[config.mk]
export PLATFORM = sky130hd
export DESIGN_NAME = tag_presence_aging_table
export DESIGN_NICKNAME = d
export VERILOG_FILES = /design/src/rtl/tpat_pkg.sv /design/src/rtl/tag_presence_aging_table.sv
export SDC_FILE = /design/constraint.sdc
export NUM_CORES = 2
export LEC_CHECK = 0
export CORE_AREA = 2 2 262 523
export DETAILED_ROUTE_END_ITERATION = 6
export DIE_AREA = 0 0 264 525
export DONT_BUFFER_PORTS = 1
export PLACE_DENSITY_LB_ADDON = 0.25
export REMOVE_ABC_BUFFERS = 1
export SLEW_MARGIN = 10
export SYNTH_ARGS = -nofsm -noshare
export SYNTH_HDL_FRONTEND = slang
export SYNTH_SLANG_ARGS = --single-unit
export TNS_END_PERCENT = 20
[constraint.sdc]
create_clock -name clk -period 13.98 [get_ports clk]
set_input_delay 2.796 -clock clk [delete_from_list [all_inputs] [get_ports clk]]
set_output_delay 2.796 -clock clk [all_outputs]
set_load 0.02 [all_outputs]
[src/rtl/tpat_pkg.sv]
// ----------------------------------------------------------------------------
// tpat_pkg
// Shared constants, request codes and types for the tag presence aging table.
// ----------------------------------------------------------------------------
package tpat_pkg;

	localparam int MAX_TAGS      = 16;
	localparam int UID_BYTES     = 10;
	localparam int UID_W         = 8 * UID_BYTES;
	localparam int IDX_W         = (MAX_TAGS > 1) ? $clog2(MAX_TAGS) : 1;
	localparam int CNT_W         = $clog2(MAX_TAGS + 1);
	localparam logic [7:0] TIMEOUT_RESET = 8'd5;

	// request codes
	localparam logic [1:0] REQ_LOAD = 2'd0;
	localparam logic [1:0] REQ_CARD = 2'd1;
	localparam logic [1:0] REQ_TICK = 2'd2;
	localparam logic [1:0] REQ_NONE = 2'd3;

	// event kinds
	localparam logic EVT_HOME = 1'b0;
	localparam logic EVT_AWAY = 1'b1;

	typedef struct packed {
		logic [63:0] uid_low;
		logic [15:0] uid_high;
		logic [3:0]  uid_len;
		logic [7:0]  count;
	} tpat_entry_t;

endpackage

[src/rtl/tag_presence_aging_table.sv]
// ----------------------------------------------------------------------------
// tag_presence_aging_table
// Table of known tag identifiers with per-entry presence countdown; card
// sightings raise home events, ticks raise away events, in entry order.
// ----------------------------------------------------------------------------
//  channel  | signals                          | direction | handshake
//  ---------+----------------------------------+-----------+------------------
//  request  | req_type entry_index uid_* ...   | in        | in_valid/in_stall
//  event    | event_entry event_kind last      | out       | out_valid/out_stall
//  config   | cfg_data (timeout_ticks)         | in        | cfg_valid/cfg_ready
//
//  load and unknown requests leave the block ready again in the following
//  cycle; the table is written in the cycle the request is taken.
//  card and tick requests walk the entry memory one entry per cycle unless
//  the walk is held; the next request is taken only after the registered
//  read of the single read port and the drain and flush of the last event.
//  out_stall held with an event waiting holds the walk at that entry.
//  reset clears the in-use bits and sets timeout_ticks to 5; no clearing pass.
// ----------------------------------------------------------------------------
module tag_presence_aging_table
	import tpat_pkg::*;
(
	input  logic        clk,
	input  logic        arst_n,

	input  logic        in_valid,
	output logic        in_stall,
	input  logic [1:0]  req_type,
	input  logic [3:0]  entry_index,
	input  logic [63:0] uid_low,
	input  logic [15:0] uid_high,
	input  logic [3:0]  uid_len,
	input  logic        entry_valid,

	output logic        out_valid,
	input  logic        out_stall,
	output logic [3:0]  event_entry,
	output logic        event_kind,
	output logic        last,

	input  logic        cfg_valid,
	output logic        cfg_ready,
	input  logic [7:0]  cfg_data
);

	localparam logic [1:0] ST_IDLE  = 2'd0;
	localparam logic [1:0] ST_WALK  = 2'd1;
	localparam logic [1:0] ST_FLUSH = 2'd2;

	logic [1:0]          state_q;
	logic [7:0]          timeout_q;
	logic [MAX_TAGS-1:0] in_use_q;

	// request held for the walk
	logic [1:0]          req_q;
	logic [UID_W-1:0]    uid_q;
	logic [3:0]          len_q;

	// entry memory
	tpat_entry_t         mem [MAX_TAGS];
	tpat_entry_t         rd_data_q;
	logic [IDX_W-1:0]    rd_addr;
	logic                wr_en;
	logic [IDX_W-1:0]    wr_addr;
	tpat_entry_t         wr_data;

	logic [CNT_W-1:0]    rd_cnt_q;
	logic                v_s1;
	logic [IDX_W-1:0]    idx_s1;

	logic                pend_v_q;
	logic [IDX_W-1:0]    pend_entry_q;
	logic                pend_kind_q;

	logic                out_v_q;
	logic [3:0]          out_entry_q;
	logic                out_kind_q;
	logic                out_last_q;

	logic                accept;
	logic [3:0]          len_clamp;
	logic                load_acc;
	logic                out_free;
	logic                walk_stall;
	logic                issuing;
	logic                proc;
	logic                hit;
	logic                dec;
	logic                upd;
	logic                evt;
	logic                evt_kind;
	logic [7:0]          new_count;
	logic                flush_out;
	logic                out_load;

	function automatic logic uid_match(input logic [UID_W-1:0] a,
			input logic [UID_W-1:0] b, input logic [3:0] n);
		logic ok;
		ok = 1'b1;
		for (int i = 0; i < UID_BYTES; i++) begin
			if ((4'(i) < n) && (a[8*i +: 8] != b[8*i +: 8])) begin
				ok = 1'b0;
			end
		end
		return ok;
	endfunction

	assign accept    = in_valid && !in_stall;
	assign in_stall  = (state_q != ST_IDLE);
	assign cfg_ready = (state_q == ST_IDLE);
	assign len_clamp = (uid_len > 4'(UID_BYTES)) ? 4'(UID_BYTES) : uid_len;
	assign load_acc  = accept && (req_type == REQ_LOAD) && (int'(entry_index) < MAX_TAGS);

	assign out_free   = !out_v_q || !out_stall;
	assign walk_stall = v_s1 && pend_v_q && !out_free;
	assign issuing    = (state_q == ST_WALK) && (rd_cnt_q < CNT_W'(MAX_TAGS)) && !walk_stall;
	assign proc       = v_s1 && !walk_stall;
	assign rd_addr    = walk_stall ? idx_s1 : rd_cnt_q[IDX_W-1:0];

	// entry update for the entry arriving from memory
	always_comb begin
		logic [3:0] n;
		n         = (rd_data_q.uid_len < len_q) ? rd_data_q.uid_len : len_q;
		hit       = 1'b0;
		dec       = 1'b0;
		evt       = 1'b0;
		evt_kind  = EVT_HOME;
		new_count = rd_data_q.count;
		case (req_q)
			REQ_CARD: begin
				hit = in_use_q[idx_s1] &&
					uid_match({rd_data_q.uid_high, rd_data_q.uid_low}, uid_q, n);
				evt       = hit && (rd_data_q.count == 8'd0);
				evt_kind  = EVT_HOME;
				new_count = timeout_q;
			end
			REQ_TICK: begin
				dec       = in_use_q[idx_s1] && (rd_data_q.count != 8'd0);
				new_count = rd_data_q.count - 8'd1;
				evt       = dec && (new_count == 8'd0);
				evt_kind  = EVT_AWAY;
			end
			default: begin
				hit = 1'b0;
			end
		endcase
	end

	assign upd = proc && (hit || dec);

	always_comb begin
		wr_en   = 1'b0;
		wr_addr = idx_s1;
		wr_data = rd_data_q;
		if (load_acc) begin
			wr_en            = 1'b1;
			wr_addr          = IDX_W'(entry_index);
			wr_data.uid_low  = uid_low;
			wr_data.uid_high = uid_high;
			wr_data.uid_len  = len_clamp;
			wr_data.count    = entry_valid ? timeout_q : 8'd0;
		end else if (upd) begin
			wr_en         = 1'b1;
			wr_data.count = new_count;
		end
	end

	always_ff @(posedge clk) begin
		if (wr_en) begin
			mem[wr_addr] <= wr_data;
		end
		rd_data_q <= mem[rd_addr];
	end

	assign flush_out = (state_q == ST_FLUSH) && pend_v_q && out_free;
	assign out_load  = (proc && evt && pend_v_q) || flush_out;

	always_ff @(posedge clk or negedge arst_n) begin
		if (!arst_n) begin
			state_q   <= ST_IDLE;
			timeout_q <= TIMEOUT_RESET;
			in_use_q  <= '0;
			rd_cnt_q  <= '0;
			v_s1      <= 1'b0;
			pend_v_q  <= 1'b0;
			out_v_q   <= 1'b0;
		end else begin
			if (cfg_valid && cfg_ready) begin
				timeout_q <= cfg_data;
			end
			if (load_acc) begin
				in_use_q[IDX_W'(entry_index)] <= entry_valid;
			end

			if (issuing) begin
				rd_cnt_q <= rd_cnt_q + CNT_W'(1);
				v_s1     <= 1'b1;
			end else if (!walk_stall) begin
				v_s1 <= 1'b0;
			end

			// new event pushes the waiting one out; last is known only at the end
			if (proc && evt) begin
				pend_v_q <= 1'b1;
			end else if (flush_out) begin
				pend_v_q <= 1'b0;
			end

			if (out_load) begin
				out_v_q <= 1'b1;
			end else if (!out_stall) begin
				out_v_q <= 1'b0;
			end

			case (state_q)
				ST_IDLE: begin
					if (accept && ((req_type == REQ_CARD) || (req_type == REQ_TICK))) begin
						state_q  <= ST_WALK;
						rd_cnt_q <= '0;
					end
				end
				ST_WALK: begin
					if ((rd_cnt_q == CNT_W'(MAX_TAGS)) && !v_s1) begin
						state_q <= ST_FLUSH;
					end
				end
				ST_FLUSH: begin
					if (!pend_v_q || out_free) begin
						state_q <= ST_IDLE;
					end
				end
				default: begin
					state_q <= ST_IDLE;
				end
			endcase
		end
	end

	always_ff @(posedge clk) begin
		if (accept) begin
			req_q <= req_type;
			uid_q <= {uid_high, uid_low};
			len_q <= len_clamp;
		end
		if (issuing) begin
			idx_s1 <= rd_cnt_q[IDX_W-1:0];
		end
		if (proc && evt) begin
			pend_entry_q <= idx_s1;
			pend_kind_q  <= evt_kind;
		end
		if (out_load) begin
			out_entry_q <= 4'(pend_entry_q);
			out_kind_q  <= pend_kind_q;
			out_last_q  <= flush_out;
		end
	end

	assign out_valid   = out_v_q;
	assign event_entry = out_entry_q;
	assign event_kind  = out_kind_q;
	assign last        = out_last_q;

endmodule

==> flow_summary.toml <==
[status]
status = "finished with violations"
failing_checks = "design-rule violations"

[logic_synthesis]
syn_inst = 4762
synth_enable_flop_cells = 1573
postSynth.topFlopCell = "edfxtp_1"
yosys_warnings = 0
syn_area_per_cell_um2 = 14.07
synth_top_area_share_pct = 70.52
asyncSetResetFlopFracSynth_pct = 2.001
netlist_top_cells_area = "edfxtp_1 71%, nand2_1 5.7%, a211oi_1 5.2%"
ys_ff_latch = 1699
sequential_element_share_of_the_synthesized_area_pct = 74.55
yosys.cell_types.count = 60
synth_top_area_cell = "edfxtp_1"
synth.cell_area_mm2 = 0.06698

[flow_run]
total_of_max_cap_violations = 0

[final_layout]
finish.net_count = 4761
synthToLayoutAreaGrowth_pct = 9.809
final_cell_area_mm2 = 0.07355
fillerInstances = 10764
mostFrequentLayoutCell = "edfxtp_1"
layout-drive-gt1-share_pct = 7.248
final_cell_count_no_fill = 6516
layout.cells.most_common_list = "1,573 x edfxtp_1, 1,015 x nand2_1, 462 x a211oi_1"

[setup_path]
timing.rr.end = "mem[12][76]$_DFFE_PP_"
r2r_slack_ns = 7.45
worst-r2r-cell-count = 11
crit_chain = "inv_1 -> ha_1 -> nand2_4 -> nor3_1 -> a41oi_1 -> nor2_4 -> buf_4 -> buf_4"
levels_on_crit_path = 8
setup.worst_path.end = "mem[12][76]$_DFFE_PP_"
critPathArrivalTime_ns = 7.04
crit-reg2reg-launch = "uid_q[7]$_DFFE_PP_"
critPathMaxFanout = 52
critical_path.startpoint = "req_type[0]"
cp_slowest_cell = "nor2_4"
cp_data_required_time_ns = 14.38
slowest_delay_ns = 0.88
worstPathBufferInverterCount = 3
cpLargestDelayFamily = "simple AND/OR/NAND/NOR gates"
timing.critical_path.to_type = "register"
element_type_at_the_critical_path_start = "input port"
path_common_cell = "buf_4"
critical_path_class = "in2reg"

[placed_design]
place.port_buffers = 0
placed_cells = 6232
detailed_place.area_mm2 = 0.06867
detailedPlacementHpwl_um = 81620
preCtsSetupSlack_ns = 6.596
finalWeightedCongestion = 0.7953

[power]
power_frac_clock_pct = 26.5
total_leakage_power_uw = 0.02372
p_int_uw = 10150
vdd.ir_drop.worst_mv = 0.2190
power.switching_fraction_pct = 34.10
power.combinational.fraction_pct = 29.2
powerDensity_mw_per_mm2 = 209.3
seq_power_share_pct = 44.3
netSwitchingPower_uw = 5250

[clock_network]
cts.reportedPaths.clkPinSlew_ns = 0.06
clkLatencyLatePin_ns = 0.78
cts_post_setup_buffers_inserted = 0
clk_root_buffer_cell = "clkbuf_16"
clk_path_buf_depth = 3
clock_sinks = 1699
postCtsHoldBufs = 0
cts_htree_levels = 4
post_cts.resized_instances = 0
cts_tree = "done"
cts_inserted_buffers = 149

[timing]
post-route-period-util_pct = 47.46
fin_crit_ns = 6.635
worst_slack_ns = 7.345
hold_violations = 0
setup_violations = 0
clock.fmax_mhz = 150.7
fin_setup_tns_ns = 0
skew_ns = 0.02759
rsz0062_at_grt = "no"
holdWs_ns = 0.4136
slew_headroom_pct = 17.73
timing_max_transition_violations_final = 0
worst-slew-pin-transition_ns = 1.234

[floorplanning]
die_height_um = 525
core_area_mm2 = 0.1348
io-pin-count = 113
start_util_pct = 49.69
horizontal_die_dimension_um = 264
die_area_mm2 = 0.1386
placement_rows = 191

[routing]
route.vias.total = 39414
vias_per_std_cell = 6.049
first_iter_violations = 3885
detail_route.wl_per_cell_um = 24.67
ant_nets = 0
route.final.wire_length_um = 160700
drc_errors = 1
firstDrtPassIters = 7

[min_path]
timing.hold.worst.class = "reg2reg"

[grt]
grt-ovfl-total = 0
grt_pass1_wl_um = 241000
global_route.usage.total_pct = 22.95
antenna_found_initial = 8
grt_start_max_net_pins = 224
grt_pass1_vias = 38292
==> through the flow <==
stage,power (uW),util (%)
floorplan,10870,-
global placement,11290,50.95
detailed placement,11400,50.95
CTS,15470,54.55
global route,16130,54.56
finish,15400,54.57
==> worst reg2reg max path, stage by stage, from the launching register on <==
cell and delay [ns]:
edfxtp_1 0.39, xor2_1 0.18, nor4_1 0.89, and4_1 0.45, nand4_1 0.26, o41ai_2 0.44, o2111ai_2 0.36, nand2_1 0.29
a41oi_1 0.47, nor2_4 0.88, buf_4 0.74, buf_4 0.71
==> layout make-up <==
class                   instances  area [um^2]  area share, %
clock buffers                 221         4318          5.871
inverters                      19        71.32        0.09697
clock inverters                58        545.5         0.7417
diodes                          5        12.51        0.01701
multi-input cells            2710        15910          21.63
repair buffers                 67        590.6         0.8030
well taps                    1737         2173          2.955
flip-flops and latches       1699        49930          67.89
==> registers in the layout, indices dropped and copies added, names as in the netlist <==
name / flops
mem: 1472
rd_data_q: 92
uid_q: 80
in_use_q: 16
timeout_q: 8
rd_cnt_q: 5
event_entry: 4
idx_s1: 4
len_q: 4
pend_entry_q: 4
req_q: 2
state_q: 2
event_kind: 1
last: 1
out_valid: 1
pend_kind_q: 1
pend_v_q: 1
v_s1: 1
==> layer usage <==
layer | global-route usage, % | part of all wire [%]
met2 | 38.28 | 49
met5 | 0 | 0.032
met1 | 30.67 | 41
met3 | 4.427 | 7.2
met4 | 6.667 | 2.4
==> cell usage after synthesis (16+ instances only) <==
cell type,number
xnor2_1,35
dfrtp_1,32
nor2_1,36
inv_1,19
mux2_2,28
a21oi_1,197
xor2_1,51
buf_1,24
and2_0,16
edfxtp_1,1573
a31oi_1,185
and2_1,357
a311oi_1,185
dfxtp_1,92
clkbuf_1,298
nand2_1,1016
a211oi_1,462
==> worst min-delay path by stage <==
stage | startpoint | endpoint | cells after the start
2_1_floorplan | pend_entry_q[0]$_DFFE_PP_ | event_entry[0]$_DFFE_PP_ | 0
4_1_cts | pend_entry_q[1]$_DFFE_PP_ | event_entry[1]$_DFFE_PP_ | 0
3_5_place_dp | pend_entry_q[1]$_DFFE_PP_ | event_entry[1]$_DFFE_PP_ | 0
5_1_grt | pend_entry_q[1]$_DFFE_PP_ | event_entry[1]$_DFFE_PP_ | 0
6_report | pend_entry_q[1]$_DFFE_PP_ | event_entry[1]$_DFFE_PP_ | 0
3_3_place_gp | pend_entry_q[2]$_DFFE_PP_ | event_entry[2]$_DFFE_PP_ | 0
==> kinds of logic (layout without fill, tap and decap cells) <==
family,count (synthesis),count (layout),share of synthesized area (%)
multiplexers,36,36,0.6650
AO/OA/AOI/OAI,1074,1074,11.33
buffers and inverters,353,365,2.010
AND/OR/NAND/NOR,1503,1503,10.11
flip-flops,1699,1699,74.55
other,0,5,0
XOR/XNOR,86,86,1.125
adder cells (fa/ha/maj),11,11,0.2055
==> power groups by stage <==
stage / Sequential, uW / Clock (uW) / Combinational [uW]
6_report: 6820 / 4080 / 4490
2_1_floorplan: 6840 / 0 / 4020
4_1_cts: 6820 / 4150 / 4500
3_5_place_dp: 6920 / 0 / 4480
5_1_grt: 6840 / 4340 / 4940
3_3_place_gp: 6910 / 0 / 4380
Note: power is estimated with default switching activity, not from simulation.
